===== src/tcw_pkg.sv =====
`timescale 1ns / 1ps
// Shared constants, codes and controller/datapath interface types for the console writer.
package tcw_pkg;

    localparam int MAX_COLUMNS_DEF = 80;
    localparam int MAX_ROWS_DEF    = 25;
    localparam int TAB_SPACES_DEF  = 4;

    localparam int CMD_W      = 2;
    localparam int CHAR_W     = 8;
    localparam int COL_W      = 7;
    localparam int ROW_W      = 5;
    localparam int ATTR_W     = 8;
    localparam int CELL_W     = 16;
    localparam int REG_IDX_W  = 2;
    localparam int REG_DATA_W = 8;

    localparam logic [COL_W-1:0]  COLS_RST = 7'd80;
    localparam logic [ROW_W-1:0]  ROWS_RST = 5'd25;
    localparam logic [ATTR_W-1:0] ATTR_RST = 8'h0F;

    localparam logic [REG_IDX_W-1:0] REG_COLUMN_COUNT   = 2'd0;
    localparam logic [REG_IDX_W-1:0] REG_ROW_COUNT      = 2'd1;
    localparam logic [REG_IDX_W-1:0] REG_TEXT_ATTRIBUTE = 2'd2;

    localparam logic [CHAR_W-1:0] CH_TAB   = 8'd9;
    localparam logic [CHAR_W-1:0] CH_LF    = 8'd10;
    localparam logic [CHAR_W-1:0] CH_CR    = 8'd13;
    localparam logic [CHAR_W-1:0] CH_SPACE = 8'd32;

    typedef enum logic [CMD_W-1:0] {
        CMD_PUT   = 2'd0,
        CMD_READ  = 2'd1,
        CMD_CLEAR = 2'd2,
        CMD_NOP   = 2'd3
    } cmd_t;

    typedef enum logic [3:0] {
        OP_NOP       = 4'd0,
        OP_LOAD      = 4'd1,
        OP_PUT_START = 4'd2,
        OP_NEWLINE   = 4'd3,
        OP_WRITE     = 4'd4,
        OP_SCROLL    = 4'd5,
        OP_FLUSH     = 4'd6,
        OP_ZERO      = 4'd7,
        OP_CLEAR     = 4'd8,
        OP_EMIT      = 4'd9
    } op_t;

    typedef struct packed {
        logic is_put;
        logic is_read;
        logic is_clear;
        logic is_lf;
        logic is_cr;
        logic col_at_end;
        logic col_next_end;
        logic row_last;
        logic rows_one;
        logic cnt_last;
        logic sweep_last;
        logic scroll_last;
        logic zero_last;
        logic out_busy;
    } dp_status_t;

endpackage


===== src/tcw_ctrl.sv =====
`timescale 1ns / 1ps
// Controller: sequences put, newline, scroll, clear and result hand-off.
module tcw_ctrl (
    input  logic                clk,
    input  logic                rst_n,
    input  logic                in_valid,
    output logic                in_ready,
    output tcw_pkg::op_t        op,
    input  tcw_pkg::dp_status_t status
);

    typedef enum logic [7:0] {
        S_SWEEP   = 8'b0000_0001,
        S_IDLE    = 8'b0000_0010,
        S_DECODE  = 8'b0000_0100,
        S_WRITE   = 8'b0000_1000,
        S_NEWLINE = 8'b0001_0000,
        S_SCROLL  = 8'b0010_0000,
        S_ZERO    = 8'b0100_0000,
        S_DONE    = 8'b1000_0000
    } state_t;

    state_t state_reg, state_next;
    logic   ret_write_reg, ret_write_next;
    logic   emit_reg, emit_next;
    logic   flush_reg, flush_next;

    always_comb
    begin
        state_next     = state_reg;
        ret_write_next = ret_write_reg;
        emit_next      = emit_reg;
        flush_next     = 1'b0;
        in_ready       = 1'b0;
        op             = tcw_pkg::OP_NOP;
        case (state_reg)
            S_SWEEP:
            begin
                op = tcw_pkg::OP_CLEAR;
                if (status.sweep_last)
                    state_next = emit_reg ? S_DONE : S_IDLE;
            end
            S_IDLE:
            begin
                in_ready = 1'b1;
                if (in_valid)
                begin
                    op         = tcw_pkg::OP_LOAD;
                    state_next = S_DECODE;
                end
            end
            S_DECODE:
            begin
                if (status.is_put)
                begin
                    op = tcw_pkg::OP_PUT_START;
                    if (status.is_lf)
                    begin
                        ret_write_next = 1'b0;
                        state_next     = S_NEWLINE;
                    end
                    else if (status.is_cr)
                        state_next = S_DONE;
                    else
                        state_next = S_WRITE;
                end
                else if (status.is_clear)
                begin
                    emit_next  = 1'b1;
                    state_next = S_SWEEP;
                end
                else
                begin
                    // read data arrives from the memory during this cycle
                    state_next = S_DONE;
                end
            end
            S_WRITE:
            begin
                if (status.col_at_end)
                begin
                    // wrap before writing when the row shrank under the cursor
                    ret_write_next = 1'b1;
                    state_next     = S_NEWLINE;
                end
                else
                begin
                    op = tcw_pkg::OP_WRITE;
                    if (status.col_next_end)
                    begin
                        ret_write_next = !status.cnt_last;
                        state_next     = S_NEWLINE;
                    end
                    else if (status.cnt_last)
                        state_next = S_DONE;
                end
            end
            S_NEWLINE:
            begin
                op = tcw_pkg::OP_NEWLINE;
                if (!status.row_last)
                    state_next = ret_write_reg ? S_WRITE : S_DONE;
                else if (status.rows_one)
                    state_next = S_ZERO;
                else
                    state_next = S_SCROLL;
            end
            S_SCROLL:
            begin
                if (flush_reg)
                begin
                    // write the last copied cell
                    op         = tcw_pkg::OP_FLUSH;
                    state_next = S_ZERO;
                end
                else
                begin
                    op = tcw_pkg::OP_SCROLL;
                    if (status.scroll_last)
                        flush_next = 1'b1;
                end
            end
            S_ZERO:
            begin
                op = tcw_pkg::OP_ZERO;
                if (status.zero_last)
                    state_next = ret_write_reg ? S_WRITE : S_DONE;
            end
            S_DONE:
            begin
                if (!status.out_busy)
                begin
                    op         = tcw_pkg::OP_EMIT;
                    emit_next  = 1'b0;
                    state_next = S_IDLE;
                end
            end
            default:
            begin
                state_next = S_IDLE;
            end
        endcase
    end

    always_ff @(posedge clk or negedge rst_n)
    begin
        if (!rst_n)
        begin
            state_reg     <= S_SWEEP;
            ret_write_reg <= 1'b0;
            emit_reg      <= 1'b0;
            flush_reg     <= 1'b0;
        end
        else
        begin
            state_reg     <= state_next;
            ret_write_reg <= ret_write_next;
            emit_reg      <= emit_next;
            flush_reg     <= flush_next;
        end
    end

endmodule


===== config.mk =====
export PLATFORM = sky130hd
export DESIGN_NAME = tcw_ctrl
export DESIGN_NICKNAME = d
export VERILOG_FILES = /design/src/tcw_pkg.sv /design/src/tcw_ctrl.sv
export SDC_FILE = /design/constraint.sdc
export NUM_CORES = 1
export LEC_CHECK = 0
export BUFFER_PORTS_ARGS = -buffer_cell sky130_fd_sc_hd__buf_2
export CORE_MARGIN = 2
export CORE_UTILIZATION = 46
export DETAILED_ROUTE_END_ITERATION = 6
export PLACE_DENSITY = 0.74
export SLEW_MARGIN = 40
export SYNTH_ARGS = -nofsm -noshare
export SYNTH_HDL_FRONTEND = slang
export SYNTH_SLANG_ARGS = --single-unit

===== constraint.sdc =====
create_clock -name clk -period 1.8 [get_ports clk]
set_input_delay 0.27 -clock clk [delete_from_list [all_inputs] [get_ports clk]]
set_output_delay 0.27 -clock clk [all_outputs]
set_load 0.05 [all_outputs]

==> flow_metrics.tcl, run 1 <==
set metrics [dict create \
    die_w_um 46.21 \
    timing.slew.headroom_pct 77.66 \
    first_iter_violations 20 \
    gr-total-overflow 0 \
    drive_above_1_share_pct 55.33 \
    min_period_over_period_pct 123.7 \
    place_hpwl_um 1947 \
    maxCapViolations 0 \
    setup_viol 11 \
    ctsRootBufferMaster "clkbuf_4" \
    fin_crit_ns 2.227 \
    cpMaxStageDelayCell "or4_4" \
    fin_worst_skew_ns 0.002151 \
    final_util_pct 82.42 \
    syn_inst 92 \
    row_count 15 \
    io_pins 22 \
    syn-num-nets 109 \
    synth.distinct_cells 35 \
    clkTransAtPathRegs_ns 0.09 \
    outcome "complete, but fails checks" \
    hold_class "in2reg" \
    gp_congestion 0.9548 \
    ys_ff_latch 11 \
    hold_violations 0 \
    syn_area_um2 819.5 \
    drc 0 \
    violations "negative setup slack" \
    synthArstFlopShare_pct 100.0 \
    final_common_cell "buf_4" \
    antenna_cells 0 \
    grt_pass1_wl_um 4360 \
    fin_ws_ns -0.4273 \
    rsz0062_at_grt "true" \
    synthFlopType "dfrtp_1" \
    place_ws_ns -0.2211 \
    final_cell_mix "buf_4, buf_2, dfrtp_1, nand2_1" \
    place_inst 160 \
    largest_reg_flops 8 \
    io_buffers 20 \
    yosysSeqAreaShare_pct 33.74 \
    cts.sinks 11 \
    multi_input_comb_area_um2 651.9 \
    initial_utilization_pct 47.99 \
    drv_slew 0 \
    layout.cells.non_filler 175 \
    design_power_total_mw 1.845 \
    critPathKind "reg2out" \
    drt_first_pass_iters 4 \
    cts_tree "built" \
    crit_top_cell "or4_4" \
    grt_pass1_vias 971 \
    power.leakage_nw 0.6618 \
    cts_max_path_buffers 2 \
    postPlaceCellArea_um2 1166 \
    postRouteAntennaNets 0 \
    h-tree-depth 1 \
    fin_setup_tns_ns -2.622 \
    yosysWarnings 0 \
    worstPathRequired_ns 1.53 \
    synth_edf_count 0 \
    antenna_found_initial 0 \
    wire_per_inst_um 17.42 \
    power.density_nw_per_um2 1311 \
    nNetsFinal 168 \
    arrival_ns 1.96 \
    worst_setup_path_start_kind "flop" \
    vias 1048 \
    insertion_delay_ns 0.29 \
    crit_path_end_kind "output port" \
    stdcell_area_um2 1408 \
    floorplan.die.height_um 46.21 \
    num-fill-cells 96 \
    vias_per_cell 5.989 \
    dieArea_um2 2135 \
    cp_max_fo 2 \
    clock.fmax_ghz 0.4490 \
    routed_wl_um 3049 \
    layout.area.seq_um2 279.0 \
    coreArea_um2 1708 \
    vdd_drop_max_mv 0.7171 \
    slowest_delay_ns 0.56 \
    grt_usage_pct 29.90 \
    worstMarginPinSlew_ns 0.3344 \
    avgSynthCellArea_um2 8.908 \
    hold_ws_ns 0.1447 \
    area_growth_pct 71.76 \
    grt_max_degree 12 \
    cts_inserted_buffers 3 \
    cp_cell_sequence "or4_4 > or4_4 > nand2_8 > buf_8" \
]
synthesized netlist by cell type (2+ instances only):
master / count / area [um^2]
a21oi_1: 4 / 20.02
and3_1: 3 / 18.77
dfrtp_1: 10 / 250.2
inv_1: 4 / 15.01
nand2_1: 9 / 33.78
nand3_1: 3 / 15.01
nand3b_1: 2 / 15.01
nand4_1: 3 / 18.77
nand4b_1: 3 / 26.28
nand4b_2: 2 / 30.03
nor2_1: 7 / 26.28
nor2b_1: 4 / 25.02
nor3_1: 2 / 10.01
nor4_1: 2 / 12.51
o211ai_1: 2 / 15.01
o21ai_0: 7 / 35.03
o22ai_1: 4 / 25.02
or2b_1: 2 / 15.01
or4_4: 3 / 33.78
cells by family after synthesis:
group                  synth area share [%]
DFF                                   33.74
and+or+nand+nor                       40.46
AOI/OAI and AO/OA                     23.97
buffers and inverters                 1.832
final timing paths:
kind	start	end	slack, ns	cells past startpoint
min in group asynchronous	rst_n	state_reg[1]	0.38	2
setup / recovery	state_reg[7]	op[3]	-0.43	4
hold / removal	status[3]	state_reg[0]	0.14	2
hold reg to reg	ret_write_reg	ret_write_reg	0.61	2
max in group asynchronous	rst_n	state_reg[0]	1.15	2
setup reg to reg	state_reg[7]	state_reg[1]	-0.22	8
where the power goes:
group	switching [mW]	internal (mW)	total (mW)
Combinational	0.673	0.612	1.29
Sequential	0.0578	0.307	0.365
Clock	0.109	0.0863	0.195
Total	0.839	1.01	1.84
per-layer routing:
metal	track usage [%]	vias to the layer above	wire length, um
met1	37.41	510	1219
met4	14.86	0	68
li1	-	478	-
met3	3.529	9	168
met5	0	-	0
met2	50.28	51	1592
critical path, delay by kind of cell, from the launching register on:
family                 cells  cell delay (ns)
AND/OR/NAND/NOR            3             1.13
buffers and inverters      1             0.13
flip-flops                 1             0.40
final cells by class:
type / instances / share of cell area (%)
multi-input cells: 77 / 46.31
inverters: 4 / 1.067
well taps: 25 / 2.222
clock buffers: 4 / 1.867
flip-flops and latches: 11 / 19.82
repair buffers: 54 / 28.71
timing repair:
item	in CTS	in global routing
endpoints found under the setup margin	12	12
hold buffers	1	0
gates cloned	0	0
pin swaps	6	9
buffers inserted	4	6
endpoints found under the hold margin	10	0
gates resized for setup	20	10
Power figures use the tool's default switching activity.
==> inputs of run 2 (changes only) <==
Settings changed: ABC_AREA set to 1, CORE_UTILIZATION 46 to 47.
==> run 2 against run 1 <==
Combinational power shrank 27%; clock-buffer cell count is the same; synthesized cell count grew 46%; hold slack gained 0.050 ns; core utilization shrank 11 points; sequential share of layout area grew 2.0 points; critical path type unchanged; the flow still finishes with violations (negative setup slack); flip-flop and latch count is the same; via count shrank 2.6%.
==> flow_metrics.tcl, run 2 <==
set metrics [dict create \
    syn-num-nets 151 \
    area_growth_pct 41.03 \
    io_pins 22 \
    cp_max_fo 6 \
    outcome "complete, but fails checks" \
    power.density_nw_per_um2 1139 \
    wire_per_inst_um 12.43 \
    critPathKind "reg2out" \
    grt_pass1_vias 936 \
    ys_ff_latch 11 \
    vias_per_cell 5.080 \
    min_from "status[5]" \
    ff2ff_setup_slack_ns -0.04 \
    gr-total-overflow 0 \
    syn_area_um2 899.6 \
    vias 1021 \
    rsz0062_at_grt "true" \
    h-tree-depth 1 \
    row_count 15 \
    synth_common_cells "nand2_1, nor2_1, inv_1" \
    floorplan.die.height_um 47.75 \
    cts.sinks 11 \
    insertion_delay_ns 0.28 \
    violations "negative setup slack" \
    drc 0 \
    timing.slew.headroom_pct 81.54 \
    hold_class "in2reg" \
    antenna_cells 0 \
    grt_usage_pct 25.66 \
    place_inst 182 \
    worst_setup_path_start_kind "flop" \
    grt_pass1_wl_um 3919 \
    num-fill-cells 153 \
    grt_max_degree 12 \
    avgSynthCellArea_um2 6.714 \
    clkTransAtPathRegs_ns 0.08 \
    synthFlopType "dfrtp_1" \
    maxCapViolations 0 \
    fin_crit_ns 1.923 \
    die_w_um 47.75 \
    largest_reg_flops 8 \
    design_power_total_mw 1.446 \
    synthArstFlopShare_pct 100.0 \
    yosys.area.top_type_share_pct 27.82 \
    reg2reg_depth 12 \
    power.leakage_nw 0.6905 \
    min_period_over_period_pct 106.8 \
    fin_setup_tns_ns -0.4633 \
    fin_ws_ns -0.1228 \
    io_buffers 20 \
    syn_inst 134 \
    drive_above_1_share_pct 41.48 \
    crit_path_end_kind "output port" \
    vdd_drop_max_mv 0.6592 \
    dieArea_um2 2280 \
    final_cell_mix "nand2_1, buf_4, nor2_1, buf_2, inv_1" \
    clock.fmax_ghz 0.5201 \
    antenna_found_initial 0 \
    final_common_cell "nand2_1" \
    ctsRootBufferMaster "clkbuf_4" \
    postRouteAntennaNets 0 \
    drt_first_pass_iters 4 \
    netlist.top_cell.by_area "dfrtp_1" \
    synth_edf_count 0 \
    worstPathRequired_ns 1.53 \
    first_iter_violations 22 \
    routed_wl_um 2499 \
    fin_worst_skew_ns 0.005920 \
    yosysWarnings 0 \
    r2r_start "state_reg[2]" \
    yosysSeqAreaShare_pct 30.74 \
    coreArea_um2 1764 \
    synth.distinct_cells 25 \
    gp_congestion 0.9097 \
    hold_violations 0 \
    layout.cells.non_filler 201 \
    regToRegEndpoint "emit_reg" \
    arrival_ns 1.65 \
    yosysMostFrequentCell "nand2_1" \
    cts_tree "built" \
    cts_max_path_buffers 2 \
    drv_slew 0 \
    initial_utilization_pct 50.99 \
    yosys-top-cells-area "dfrtp_1, nand2_1, nor2_1" \
    nNetsFinal 194 \
    setup_viol 5 \
    hold_depth 2 \
    cts_inserted_buffers 3 \
    worstMarginPinSlew_ns 0.2750 \
    place_hpwl_um 1807 \
    holdPathEnd "state_reg[5]" \
]
[run 2: changes by cell type in the layout (fill, tap and decap cells not counted), sizes merged, moves of 4 or more]
cell    previous run  this run
a21oi              4         0
buf               53        38
inv                4        18
nand2              9        46
nand3              3        11
nand4b             5         0
nor2               7        24
nor2b              4         0
o22ai              5         0
[run 2: where the power goes]
group	total, mW	switching [mW]	internal (mW)
Clock	0.178	0.0918	0.0861
Combinational	0.942	0.572	0.370
Sequential	0.326	0.0315	0.294
[run 2: logic make-up (layout without fill, tap and decap cells)]
| group | after synthesis | count (layout) | share of synthesized area (%) |
|---|---|---|---|
| and+or+nand+nor | 88 | 88 | 48.54 |
| buffers and inverters | 19 | 61 | 9.178 |
| DFF | 11 | 11 | 30.74 |
| AOI/OAI and AO/OA | 16 | 16 | 11.54 |
[run 2: how the worst max path moves through the flow]
stage	end	cells past startpoint	slack [ns]	from
3_5_place_dp	op[0]	7	0.07	state_reg[3]
2_1_floorplan	op[1]	5	-0.02	state_reg[4]
5_1_grt	op[0]	7	-0.20	state_reg[3]
4_1_cts	op[0]	7	-0.11	state_reg[3]
6_report	op[1]	7	-0.12	state_reg[1]
3_3_place_gp	op[0]	7	0.11	state_reg[3]
[run 2: repair_timing]
item                       4_1_cts  5_1_grt
setup endpoints to repair        4        6
hold buffers                     1        0
gates resized for setup          8       12
setup buffers                   10        4
pin swaps                        6        8
hold endpoints to repair        10        0
[run 2: cell type report]
| class | instances | area (um^2) | share of cell area [%] |
|---|---|---|---|
| flip-flops and latches | 11 | 276.5 | 21.79 |
| clock buffers | 4 | 26.28 | 2.071 |
| inverters | 18 | 70.07 | 5.523 |
| well taps | 25 | 31.28 | 2.465 |
| repair buffers | 39 | 276.5 | 21.79 |
| multi-input cells | 104 | 588.1 | 46.35 |
[run 2: layer usage]
metal  global-route usage (%)  routed length [um]  vias up
li1                         -                   -      510
met1                    31.24                1027      480
met2                    45.60                1320       26
met3                    3.396                 111        5
met4                    9.730                  40        0
met5                        0                   0        -
[run 2: critical path, cell delays in order, from the launching register on]
cell and delay, ns:
dfrtp_1 0.39, inv_2 0.08, nand2_4 0.05, buf_4 0.14, nor2_4 0.14, nand2_4 0.09, o211ai_1 0.22, buf_4 0.25
[run 2: per-stage QoR]
| stage | hold slack, ns | area (um^2) | utilization (%) | worst slack (ns) |
|---|---|---|---|---|
| after floorplan | -0.02559 | 918.4 | - | -0.02392 |
| after global placement | 0.1538 | 1065 | 60.35 | 0.1055 |
| after detailed placement | 0.1569 | 1065 | 60.35 | 0.07232 |
| after CTS | 0.1906 | 1199 | 67.94 | -0.1088 |
| after global routing | 0.2003 | 1269 | 71.91 | -0.2023 |
| final | 0.1943 | 1269 | 71.91 | -0.1228 |
